===== src/rtl/core/sctg_pkg.sv =====
// Shared types and constants for the scrolling two-color gradient block.
package sctg_pkg;

   localparam int FRAC_BITS_DEFAULT = 16;
   localparam int MAX_LEDS          = 1024;
   localparam int QUEUE_DEPTH       = 2;

   localparam int LED_INDEX_W = 10;
   localparam int DT_W        = 16;
   localparam int SPEED_W     = 16;
   localparam int COLOR_W     = 24;
   localparam int ELAPSED_W   = 32;
   localparam int LENGTH_W    = 11;
   localparam int DIVISOR_W   = LENGTH_W;
   localparam int CSR_INDEX_W = 3;
   localparam int CSR_DATA_W  = 32;

   localparam logic OP_TICK  = 1'b0;
   localparam logic OP_PIXEL = 1'b1;

   typedef enum logic [CSR_INDEX_W-1:0] {
      CSR_ENABLED      = 3'd0,
      CSR_COLOR_START  = 3'd1,
      CSR_COLOR_END    = 3'd2,
      CSR_SPEED        = 3'd3,
      CSR_DURATION_MS  = 3'd4,
      CSR_STRIP_LENGTH = 3'd5
   } csr_index_type;

   typedef enum logic [1:0] {
      CMD_TICK   = 2'd0,
      CMD_PIXEL  = 2'd1,
      CMD_FLAT   = 2'd2,
      CMD_BYPASS = 2'd3
   } cmd_kind_type;

   typedef struct packed {
      logic                   operation;
      logic [DT_W-1:0]        dt_ms;
      logic [LED_INDEX_W-1:0] led_index;
   } sctg_req_type;

   typedef struct packed {
      logic       pixel_valid;
      logic [7:0] red;
      logic [7:0] green;
      logic [7:0] blue;
      logic       finished;
   } sctg_rsp_type;

   typedef struct packed {
      logic                 enabled;
      logic [COLOR_W-1:0]   color_start;
      logic [COLOR_W-1:0]   color_end;
      logic [SPEED_W-1:0]   speed;
      logic [ELAPSED_W-1:0] duration_ms;
      logic [LENGTH_W-1:0]  strip_length;
   } sctg_cfg_type;

   typedef struct packed {
      cmd_kind_type           kind;
      logic [DT_W-1:0]        dt_ms;
      logic [LED_INDEX_W-1:0] led_index;
      logic [DIVISOR_W-1:0]   divisor;
   } sctg_cmd_type;

endpackage


===== src/rtl/core/sctg_csr.sv =====
// Configuration register file of the gradient block.
module sctg_csr (
   input  logic                                clock,
   input  logic                                reset,
   input  logic                                csr_we,
   input  logic [sctg_pkg::CSR_INDEX_W-1:0]    csr_index,
   input  logic [sctg_pkg::CSR_DATA_W-1:0]     csr_wdata,
   output sctg_pkg::sctg_cfg_type              cfg
);

   sctg_pkg::sctg_cfg_type cfg_ff;
   sctg_pkg::sctg_cfg_type cfg_in;

   always_comb begin
      cfg_in = cfg_ff;
      if (csr_we) begin
         unique case (csr_index)
            sctg_pkg::CSR_ENABLED:      cfg_in.enabled      = csr_wdata[0];
            sctg_pkg::CSR_COLOR_START:  cfg_in.color_start  =
                                           csr_wdata[sctg_pkg::COLOR_W-1:0];
            sctg_pkg::CSR_COLOR_END:    cfg_in.color_end    =
                                           csr_wdata[sctg_pkg::COLOR_W-1:0];
            sctg_pkg::CSR_SPEED:        cfg_in.speed        =
                                           csr_wdata[sctg_pkg::SPEED_W-1:0];
            sctg_pkg::CSR_DURATION_MS:  cfg_in.duration_ms  =
                                           csr_wdata[sctg_pkg::ELAPSED_W-1:0];
            sctg_pkg::CSR_STRIP_LENGTH: cfg_in.strip_length =
                                           csr_wdata[sctg_pkg::LENGTH_W-1:0];
            default: ;
         endcase
      end
   end

   always_ff @(posedge clock) begin
      if (reset) begin
         cfg_ff.enabled      <= 1'b0;
         cfg_ff.color_start  <= '1;
         cfg_ff.color_end    <= '1;
         cfg_ff.speed        <= '0;
         cfg_ff.duration_ms  <= '0;
         cfg_ff.strip_length <= sctg_pkg::LENGTH_W'(1);
      end else begin
         cfg_ff <= cfg_in;
      end
   end

   assign cfg = cfg_ff;

endmodule


===== src/rtl/core/sctg_front.sv =====
// Front end: takes request words, classifies them and pushes commands.
module sctg_front (
   input  logic                   req_valid,
   output logic                   req_stall,
   input  sctg_pkg::sctg_req_type req_data,
   input  sctg_pkg::sctg_cfg_type cfg,
   input  logic                   queue_full,
   output logic                   push,
   output sctg_pkg::sctg_cmd_type push_cmd
);

   logic [sctg_pkg::LENGTH_W-1:0] len_eff;
   logic                          too_long;
   logic                          flat;

   // clamp the strip to the supported number of LEDs
   assign too_long = {{(32 - sctg_pkg::LENGTH_W){1'b0}}, cfg.strip_length}
                     > 32'(sctg_pkg::MAX_LEDS);
   assign len_eff  = too_long ? sctg_pkg::LENGTH_W'(sctg_pkg::MAX_LEDS)
                              : cfg.strip_length;
   assign flat     = len_eff <= sctg_pkg::LENGTH_W'(1);

   always_comb begin
      push_cmd.dt_ms     = req_data.dt_ms;
      push_cmd.led_index = req_data.led_index;
      push_cmd.divisor   = len_eff - sctg_pkg::LENGTH_W'(1);
      if (!cfg.enabled) begin
         push_cmd.kind = sctg_pkg::CMD_BYPASS;
      end else if (req_data.operation == sctg_pkg::OP_TICK) begin
         push_cmd.kind = sctg_pkg::CMD_TICK;
      end else if (flat) begin
         push_cmd.kind = sctg_pkg::CMD_FLAT;
      end else begin
         push_cmd.kind = sctg_pkg::CMD_PIXEL;
      end
   end

   assign req_stall = queue_full;
   assign push      = req_valid && !queue_full;

endmodule


===== src/rtl/core/sctg_queue.sv =====
// Short command queue between the front end and the back end.
module sctg_queue (
   input  logic                   clock,
   input  logic                   reset,
   input  logic                   push,
   input  sctg_pkg::sctg_cmd_type push_cmd,
   input  logic                   pop,
   output sctg_pkg::sctg_cmd_type head_cmd,
   output logic                   full,
   output logic                   empty
);

   localparam int DEPTH = sctg_pkg::QUEUE_DEPTH;
   localparam int PTR_W = $clog2(DEPTH);
   localparam int CNT_W = $clog2(DEPTH + 1);

   sctg_pkg::sctg_cmd_type entry_ff [DEPTH];
   logic [PTR_W-1:0] wr_ptr_ff, wr_ptr_in;
   logic [PTR_W-1:0] rd_ptr_ff, rd_ptr_in;
   logic [CNT_W-1:0] count_ff, count_in;
   logic             do_push;
   logic             do_pop;

   assign full     = count_ff == CNT_W'(DEPTH);
   assign empty    = count_ff == '0;
   assign do_push  = push && !full;
   assign do_pop   = pop && !empty;
   assign head_cmd = entry_ff[rd_ptr_ff];

   always_comb begin
      wr_ptr_in = wr_ptr_ff;
      rd_ptr_in = rd_ptr_ff;
      count_in  = count_ff;
      if (do_push) begin
         wr_ptr_in = (wr_ptr_ff == PTR_W'(DEPTH - 1)) ? '0 : wr_ptr_ff + PTR_W'(1);
      end
      if (do_pop) begin
         rd_ptr_in = (rd_ptr_ff == PTR_W'(DEPTH - 1)) ? '0 : rd_ptr_ff + PTR_W'(1);
      end
      if (do_push && !do_pop) begin
         count_in = count_ff + CNT_W'(1);
      end else if (do_pop && !do_push) begin
         count_in = count_ff - CNT_W'(1);
      end
   end

   always_ff @(posedge clock) begin
      if (do_push) begin
         entry_ff[wr_ptr_ff] <= push_cmd;
      end
   end

   always_ff @(posedge clock) begin
      if (reset) begin
         wr_ptr_ff <= '0;
         rd_ptr_ff <= '0;
         count_ff  <= '0;
      end else begin
         wr_ptr_ff <= wr_ptr_in;
         rd_ptr_ff <= rd_ptr_in;
         count_ff  <= count_in;
      end
   end

`ifndef NO_ASSERTIONS
   a_count_bound: assert property (@(posedge clock) disable iff (reset)
      count_ff <= CNT_W'(DEPTH))
      else $error("queue count beyond depth");
`endif

endmodule


===== src/rtl/core/sctg_back.sv =====
// Back end: tick update, iterative position divide, color blend, output register.
module sctg_back #(
   parameter int FRAC_BITS = sctg_pkg::FRAC_BITS_DEFAULT
) (
   input  logic                   clock,
   input  logic                   reset,
   input  sctg_pkg::sctg_cfg_type cfg,
   input  logic                   q_empty,
   input  sctg_pkg::sctg_cmd_type q_head,
   output logic                   q_pop,
   output logic                   rsp_valid,
   input  logic                   rsp_stall,
   output sctg_pkg::sctg_rsp_type rsp_data
);

   localparam int NUM_W   = FRAC_BITS + sctg_pkg::LED_INDEX_W;
   localparam int CNT_W   = $clog2(NUM_W);
   localparam int PHASE_W = FRAC_BITS + 1;
   localparam int PROD_W  = sctg_pkg::SPEED_W + sctg_pkg::DT_W;
   localparam int SUM_W   = PROD_W + 1;
   localparam int MIX_W   = FRAC_BITS + 10;
   localparam int DIV_W   = sctg_pkg::DIVISOR_W;
   localparam int EL_W    = sctg_pkg::ELAPSED_W;
   localparam logic [SUM_W-1:0] ONE_Q = SUM_W'(1) << FRAC_BITS;

   localparam logic [1:0] CH_RED   = 2'd0;
   localparam logic [1:0] CH_GREEN = 2'd1;
   localparam logic [1:0] CH_BLUE  = 2'd2;

   typedef enum logic [5:0] {
      ST_IDLE   = 6'b000001,
      ST_PHASE  = 6'b000010,
      ST_DIVIDE = 6'b000100,
      ST_FRAC   = 6'b001000,
      ST_MIX    = 6'b010000,
      ST_DONE   = 6'b100000
   } back_state_type;

   back_state_type           state_ff, state_in;
   logic [PHASE_W-1:0]       phase_ff, phase_in;
   logic [EL_W-1:0]          elapsed_ff, elapsed_in;
   logic [PROD_W-1:0]        prod_ff, prod_in;
   logic [NUM_W-1:0]         num_ff, num_in;
   logic [DIV_W-1:0]         rem_ff, rem_in;
   logic [DIV_W-1:0]         div_ff, div_in;
   logic [CNT_W-1:0]         cnt_ff, cnt_in;
   logic [FRAC_BITS-1:0]     t_ff, t_in;
   logic [1:0]               ch_ff, ch_in;
   logic                     pix_ff, pix_in;
   logic [7:0]               red_ff, red_in;
   logic [7:0]               green_ff, green_in;
   logic [7:0]               blue_ff, blue_in;
   logic                     rsp_valid_ff, rsp_valid_in;
   sctg_pkg::sctg_rsp_type   rsp_data_ff, rsp_data_in;

   logic [EL_W:0]            elapsed_sum;
   logic [SUM_W-1:0]         phase_sum;
   logic [DIV_W:0]           trial;
   logic [DIV_W:0]           trial_sub;
   logic                     trial_ge;
   logic [7:0]               chan_a;
   logic [7:0]               chan_b;
   logic signed [8:0]        chan_diff;
   logic signed [FRAC_BITS:0] t_signed;
   logic signed [MIX_W-1:0]  mix_prod;
   logic signed [MIX_W-1:0]  mix_base;
   logic signed [MIX_W-1:0]  mix_sum;
   logic [7:0]               mix_byte;
   logic                     finished;
   logic                     out_free;

   // saturating elapsed-time update
   assign elapsed_sum = {1'b0, elapsed_ff} + (EL_W + 1)'(q_head.dt_ms);
   assign phase_sum   = SUM_W'(phase_ff) + SUM_W'(prod_ff);

   // one quotient bit per cycle
   assign trial     = {rem_ff, num_ff[NUM_W-1]};
   assign trial_ge  = trial >= {1'b0, div_ff};
   assign trial_sub = trial - {1'b0, div_ff};

   always_comb begin
      case (ch_ff)
         CH_RED: begin
            chan_a = cfg.color_start[23:16];
            chan_b = cfg.color_end[23:16];
         end
         CH_GREEN: begin
            chan_a = cfg.color_start[15:8];
            chan_b = cfg.color_end[15:8];
         end
         default: begin
            chan_a = cfg.color_start[7:0];
            chan_b = cfg.color_end[7:0];
         end
      endcase
   end

   // a*(1-t) + b*t rewritten as a*1 + (b-a)*t
   assign chan_diff = $signed({1'b0, chan_b}) - $signed({1'b0, chan_a});
   assign t_signed  = $signed({1'b0, t_ff});
   assign mix_prod  = MIX_W'(chan_diff) * MIX_W'(t_signed);
   assign mix_base  = $signed({2'b00, chan_a, {FRAC_BITS{1'b0}}});
   assign mix_sum   = mix_base + mix_prod;
   assign mix_byte  = mix_sum[FRAC_BITS+7:FRAC_BITS];

   assign finished = !cfg.enabled ||
                     (cfg.duration_ms != '0 && elapsed_ff >= cfg.duration_ms);
   assign out_free = !rsp_valid_ff || !rsp_stall;

   always_comb begin
      state_in     = state_ff;
      phase_in     = phase_ff;
      elapsed_in   = elapsed_ff;
      prod_in      = prod_ff;
      num_in       = num_ff;
      rem_in       = rem_ff;
      div_in       = div_ff;
      cnt_in       = cnt_ff;
      t_in         = t_ff;
      ch_in        = ch_ff;
      pix_in       = pix_ff;
      red_in       = red_ff;
      green_in     = green_ff;
      blue_in      = blue_ff;
      rsp_valid_in = rsp_valid_ff && rsp_stall;
      rsp_data_in  = rsp_data_ff;
      q_pop        = 1'b0;

      unique case (state_ff)
         ST_IDLE: begin
            if (!q_empty) begin
               q_pop    = 1'b1;
               pix_in   = 1'b0;
               red_in   = '0;
               green_in = '0;
               blue_in  = '0;
               unique case (q_head.kind)
                  sctg_pkg::CMD_TICK: begin
                     elapsed_in = elapsed_sum[EL_W] ? '1 : elapsed_sum[EL_W-1:0];
                     prod_in    = PROD_W'(cfg.speed) * PROD_W'(q_head.dt_ms);
                     state_in   = ST_PHASE;
                  end
                  sctg_pkg::CMD_PIXEL: begin
                     pix_in   = 1'b1;
                     num_in   = {q_head.led_index, {FRAC_BITS{1'b0}}};
                     rem_in   = '0;
                     div_in   = q_head.divisor;
                     cnt_in   = CNT_W'(NUM_W - 1);
                     state_in = ST_DIVIDE;
                  end
                  sctg_pkg::CMD_FLAT: begin
                     pix_in   = 1'b1;
                     num_in   = '0;
                     state_in = ST_FRAC;
                  end
                  default: begin
                     state_in = ST_DONE;
                  end
               endcase
            end
         end
         ST_PHASE: begin
            // past 1.0 the phase drops to zero
            phase_in = (phase_sum > ONE_Q) ? '0 : phase_sum[PHASE_W-1:0];
            state_in = ST_DONE;
         end
         ST_DIVIDE: begin
            rem_in = trial_ge ? trial_sub[DIV_W-1:0] : trial[DIV_W-1:0];
            num_in = {num_ff[NUM_W-2:0], trial_ge};
            cnt_in = cnt_ff - CNT_W'(1);
            if (cnt_ff == '0) begin
               state_in = ST_FRAC;
            end
         end
         ST_FRAC: begin
            t_in     = FRAC_BITS'(num_ff[FRAC_BITS-1:0] + phase_ff[FRAC_BITS-1:0]);
            ch_in    = CH_RED;
            state_in = ST_MIX;
         end
         ST_MIX: begin
            case (ch_ff)
               CH_RED:   red_in   = mix_byte;
               CH_GREEN: green_in = mix_byte;
               default:  blue_in  = mix_byte;
            endcase
            ch_in = ch_ff + 2'd1;
            if (ch_ff == CH_BLUE) begin
               state_in = ST_DONE;
            end
         end
         ST_DONE: begin
            if (out_free) begin
               rsp_valid_in            = 1'b1;
               rsp_data_in.pixel_valid = pix_ff;
               rsp_data_in.red         = red_ff;
               rsp_data_in.green       = green_ff;
               rsp_data_in.blue        = blue_ff;
               rsp_data_in.finished    = finished;
               state_in                = ST_IDLE;
            end
         end
         default: begin
            state_in = ST_IDLE;
         end
      endcase
   end

   always_ff @(posedge clock) begin
      if (reset) begin
         state_ff     <= ST_IDLE;
         phase_ff     <= '0;
         elapsed_ff   <= '0;
         rsp_valid_ff <= 1'b0;
      end else begin
         state_ff     <= state_in;
         phase_ff     <= phase_in;
         elapsed_ff   <= elapsed_in;
         rsp_valid_ff <= rsp_valid_in;
      end
   end

   always_ff @(posedge clock) begin
      prod_ff     <= prod_in;
      num_ff      <= num_in;
      rem_ff      <= rem_in;
      div_ff      <= div_in;
      cnt_ff      <= cnt_in;
      t_ff        <= t_in;
      ch_ff       <= ch_in;
      pix_ff      <= pix_in;
      red_ff      <= red_in;
      green_ff    <= green_in;
      blue_ff     <= blue_in;
      rsp_data_ff <= rsp_data_in;
   end

   assign rsp_valid = rsp_valid_ff;
   assign rsp_data  = rsp_data_ff;

`ifndef NO_ASSERTIONS
   a_phase_bound: assert property (@(posedge clock) disable iff (reset)
      SUM_W'(phase_ff) <= ONE_Q)
      else $error("phase above one");

   a_elapsed_monotonic: assert property (@(posedge clock) disable iff (reset)
      !$past(reset) |-> elapsed_ff >= $past(elapsed_ff))
      else $error("elapsed time went backward");

   a_divisor_nonzero: assert property (@(posedge clock) disable iff (reset)
      state_ff == ST_DIVIDE |-> div_ff != '0)
      else $error("divide by zero reached the divider");

   a_load_from_done: assert property (@(posedge clock) disable iff (reset)
      $rose(rsp_valid_ff) |-> $past(state_ff == ST_DONE))
      else $error("result word loaded outside done state");
`endif

endmodule


===== src/rtl/core/scrolling_two_color_gradient_top.sv =====
// Top level of the scrolling two-color gradient generator.
//
//   channel   direction  handshake         payload
//   req_      in         valid / stall     operation, dt_ms, led_index
//   rsp_      out        valid / stall     pixel_valid, red, green, blue, finished
//   csr_      in         write enable      index, 32-bit write data
//
// A tick goes from the queue head through the phase and done states to the result
// register; a pixel request runs the restoring divider, one quotient bit per cycle,
// then the fraction, blend and done states, and on a short strip skips the divider.
// One word is worked on at a time; a two-entry queue keeps taking requests.
// Reset is synchronous and clears control state, phase and elapsed time.
// A stalled result holds in the output register while the back end runs on.
module scrolling_two_color_gradient_top #(
   parameter int FRAC_BITS = sctg_pkg::FRAC_BITS_DEFAULT
) (
   input  logic                             clock,
   input  logic                             reset,
   input  logic                             req_valid,
   output logic                             req_stall,
   input  sctg_pkg::sctg_req_type           req_data,
   output logic                             rsp_valid,
   input  logic                             rsp_stall,
   output sctg_pkg::sctg_rsp_type           rsp_data,
   input  logic                             csr_we,
   input  logic [sctg_pkg::CSR_INDEX_W-1:0] csr_index,
   input  logic [sctg_pkg::CSR_DATA_W-1:0]  csr_wdata
);

   sctg_pkg::sctg_cfg_type cfg;
   sctg_pkg::sctg_cmd_type push_cmd;
   sctg_pkg::sctg_cmd_type head_cmd;
   logic                   push;
   logic                   pop;
   logic                   q_full;
   logic                   q_empty;

   sctg_csr u_csr (
      .clock     (clock),
      .reset     (reset),
      .csr_we    (csr_we),
      .csr_index (csr_index),
      .csr_wdata (csr_wdata),
      .cfg       (cfg)
   );

   sctg_front u_front (
      .req_valid  (req_valid),
      .req_stall  (req_stall),
      .req_data   (req_data),
      .cfg        (cfg),
      .queue_full (q_full),
      .push       (push),
      .push_cmd   (push_cmd)
   );

   sctg_queue u_queue (
      .clock    (clock),
      .reset    (reset),
      .push     (push),
      .push_cmd (push_cmd),
      .pop      (pop),
      .head_cmd (head_cmd),
      .full     (q_full),
      .empty    (q_empty)
   );

   sctg_back #(
      .FRAC_BITS (FRAC_BITS)
   ) u_back (
      .clock     (clock),
      .reset     (reset),
      .cfg       (cfg),
      .q_empty   (q_empty),
      .q_head    (head_cmd),
      .q_pop     (pop),
      .rsp_valid (rsp_valid),
      .rsp_stall (rsp_stall),
      .rsp_data  (rsp_data)
   );

endmodule


===== config.mk =====
export PLATFORM = sky130hd
export DESIGN_NAME = scrolling_two_color_gradient_top
export DESIGN_NICKNAME = d
export VERILOG_FILES = /design/src/rtl/core/sctg_pkg.sv /design/src/rtl/core/sctg_csr.sv /design/src/rtl/core/sctg_front.sv /design/src/rtl/core/sctg_queue.sv /design/src/rtl/core/sctg_back.sv /design/src/rtl/core/scrolling_two_color_gradient_top.sv
export SDC_FILE = /design/constraint.sdc
export NUM_CORES = 2
export LEC_CHECK = 0
export ABC_CLOCK_PERIOD_IN_PS = 8000
export BUFFER_PORTS_ARGS = -buffer_cell sky130_fd_sc_hd__buf_2
export CORE_MARGIN = 1
export CORE_UTILIZATION = 35
export CTS_CLUSTER_SIZE = 28
export DETAILED_ROUTE_END_ITERATION = 8
export PLACE_DENSITY = 0.53
export SLEW_MARGIN = 20
export SYNTH_ARGS = -nofsm -noshare
export SYNTH_HDL_FRONTEND = slang
export SYNTH_SLANG_ARGS = --single-unit
export TNS_END_PERCENT = 100

===== constraint.sdc =====
create_clock -name clock -period 8 [get_ports clock]
set_input_delay 1.6 -clock clock [delete_from_list [all_inputs] [get_ports clock]]
set_output_delay 1.6 -clock clock [all_outputs]
set_load 0.05 [all_outputs]

==> impl_results.md <==
- Status: finished, final reports clean
- Yosys reg bits: between 400 and 500
- TritonCTS clock tree: done
- H-Tree Depth: 2
- Post-synthesis sequential area ratio: 0.3242
- Yosys cell types: 80
- Post-synth top area share: 0.2182
- CORE AREA: about 90000 sq um
- Slew Viols, Final: 0
- Vias in the first global route: roughly 23000
- Clock-pin slew on the worst setup and hold paths: 0.06 ns
- Register share of total power: 0.347
- Final Hold Fails: 0
- Clock insertion delay at the later pin of the skew report: between 0.6 and 0.7 ns
- # setup viols final: 0
- Fillers: 8960
- Slowest CP cell: fa_1
- Max Freq: 133.2 MHz
- DP Wirelength: 61800 um
- Synth Warn #: 0
- Iteration count of the initial detailed-routing pass: 5
- Most frequent cells in the layout: nand2_1 (493), inv_1 (424), fa_1 (302), ha_1 (263), edfxtp_1 (232)
- Die width: between 300 and 400 um
- Critical Path RT: 8.31 ns
- Pin count of the biggest net entering global routing: 100
- Die H: 304.0 um
- Post-route ant nets: 0
- FF-to-FF Start: u_back.ch_ff[0]
- Period utilization: 0.9385
- Pleak: ~15 nW
- Post-synth top flop: edfxtp_1
- Clock skew: 0.03493 ns
- Most area-consuming cells after synthesis: edfxtp_1 (22%), fa_1 (19%), dfxtp_1 (11%)
- Gate power share: 0.360
- Most common cell after layout, fill and taps aside: nand2_1
- Switch share: 0.3442
- Sw power: about 2.5 mW
- Cell-internal power: 4.749 mW
- Num rows: 110
- Power Density: ~200 nW/um^2
- Mapped Area: 31920 sq um
- Maximum vdd drop: between 0.00015 and 0.0002 V
- Worst-margin pin slew: 1.001 ns
- Worst hold start: u_back.red_ff[4]
- Crit path time final: 7.508 ns
- Total Nets Final: 4010
- Worst hold margin: ~0.42 ns
- Starting DRT DRC Count: ~1400
- Grt ovf: 0
- Most area-hungry cell type in the Yosys netlist: edfxtp_1
- Asr flop ratio synth: 0
- Worst-path maximum fanout: 6
- Drt wl/cell: between 15 and 20 um
- Crit path launch type: register
- IO buf count: 94
- Total CTS buffers: between 40 and 50
- GRT Util Overall: 0.1756
- Critical Path Sink Type: register
- Vias post-DR: 22960
- Initial core utilization: 0.3541
- Initial antenna violation count: 3
- Power Total: 7.243 mW
- Worst stage delay on the critical path: 0.51 ns
- Die ar.: 92420 sq um
- Min-Delay Path Class: reg2reg
- Dpl ws: -0.1248 ns
- Global-route wire length before repair: 129400 um
- Syn Nets: just under 4000
- Synth Instances: 3281
- Worst Slack Setup Final: a little under 0.5 ns
- Number of flops mapped to enable cells by yosys: 232
- CTS Sinks: 401
- CTS Buffer Depth: 3
- Layout area overhead: 11.65%
- Clk root buf: clkbuf_16
- Slew headroom: 0.3283
- RSZ-0062 raised after global routing: no
- Cell Area, Placed: ~34000 sq um
- Num ports: 95
- DR DRC count: 0
- Post-route design area: between 30000 and 40000 sq um
- Detailed Route WL: 80320 um
- Via density: 5.007
- Layout cells sized above 1: 0.09302
- Worst Path Arrival: 7.82 ns
- Max cap viols: 0
- Clock power share: 0.293
- Crit Path Class: reg2reg
- Worst Setup SP: u_back.ch_ff[0]
- Mean Syn Cell Area: ~10 sq um
- Post-CTS Hold Buffers: 0
- GP Congestion: 0.8550
## final timing paths
kind / slack, ns / end / depth (start not counted)
worst max-delay path: 0.49 / u_back.blue_ff[7] / 32
worst min-delay path: 0.42 / u_back.rsp_data[21] / 0
worst max register to register: 0.49 / u_back.blue_ff[7] / 32
worst min register to register: 0.42 / u_back.rsp_data[21] / 0
## final cells by class
cell class / count / area, sq um / area share
tap: 1176 / 1471 / 0.04128
sequential: 401 / 10350 / 0.2904
timing repair buffer: 168 / 1036 / 0.02907
clock inverter: 18 / 274.0 / 0.007688
antenna: 2 / 5.005 / 0.0001404
clock buffer: 63 / 1245 / 0.03493
inverter: 425 / 1595 / 0.04476
multi-input combinational: 2333 / 19660 / 0.5517
## state kept, by name (all words and copies together), names as in the netlist, 2 cells and up, named ones only
| name | cells |
|---|---|
| u_back.rsp_data | 26 |
| u_back.ch_ff | 2 |
| u_back.cnt_ff | 5 |
| u_back.state_ff | 6 |
| u_csr.cfg | 108 |
| u_back.red_ff | 8 |
| u_queue.count_ff | 2 |
| u_back.green_ff | 8 |
| u_back.elapsed_ff | 32 |
| u_back.div_ff | 11 |
| u_queue.entry_ff | 78 |
| u_back.rem_ff | 11 |
| u_back.phase_ff | 17 |
| u_back.num_ff | 26 |
| u_back.blue_ff | 8 |
| u_back.prod_ff | 32 |
| u_back.t_ff | 16 |
## cells by family after synthesis
kind of cell	synth area share
and+or+nand+nor	0.1667
DFF	0.3242
buffers and inverters	0.06475
adders and majority gates	0.2945
AOI/OAI and AO/OA	0.1065
muxes	0.01485
xor gates and xnor gates	0.02853
## timing repair
item	in CTS	in global routing
setup endpoints to repair	9	15
pin swaps	1	13
gates resized for setup	4	22
gates cloned	0	1
buffers inserted	0	5
## layer usage
layer,vias to the layer above,track usage,wire (um)
li1,11140,-,-
met1,11290,0.2427,38010
met2,427,0.2905,37400
met3,114,0.01894,2903
met4,0,0.04875,2014
met5,-,0,0
## power groups by stage
stage / Sequential (mW) / Combinational, mW / Clock, mW
2_1_floorplan: 2.56 / 1.86 / 0
3_3_place_gp: 2.56 / 2.58 / 0
3_5_place_dp: 2.56 / 2.58 / 0
4_1_cts: 2.51 / 2.61 / 2.18
5_1_grt: 2.53 / 3.02 / 2.26
6_report: 2.51 / 2.61 / 2.12
## per-stage QoR
step	util	setup TNS, ns	std cells
after global placement	0.3764	-0.4695	4497
final	0.3954	0	4586
after detailed placement	0.3764	-0.8420	4497
after CTS	0.3935	0	4578
after global routing	0.3953	0	4585
after floorplan	-	0	3281
## worst max-delay path, delay by kind of cell (launching register included)
| kind | cells | cell delay, ns |
|---|---|---|
| buffers and inverters | 3 | 0.49 |
| AOI/OAI and AO/OA | 11 | 2.30 |
| and+or+nand+nor | 8 | 0.85 |
| xor gates and xnor gates | 2 | 0.29 |
| adders and majority gates | 8 | 2.85 |
| DFF | 1 | 0.40 |
## cells in the mapped netlist, drive strengths merged, types with 5 or more instances
master	count
nand2	493
inv	425
fa	304
ha	265
edfxtp	232
and2	189
a21oi	180
dfxtp	169
nor2	131
clkbuf	106
o21ai	83
xnor2	73
nand3	49
a211oi	40
nor2b	38
a21o	37
nand2b	33
xor2	31
a211o	30
nand3b	30
mux2	27
nand4	25
o31ai	24
and3	23
nor3	22
mux2i	17
nor4	17
buf	16
o21bai	14
or2	14
a31oi	12
o21a	12
o211ai	11
or3	10
a22o	9
a2111oi	7
a221oi	7
a22oi	7
a21boi	6
nor3b	6
o31a	5
o41ai	5
or4	5
Power figures use the tool's default switching activity.
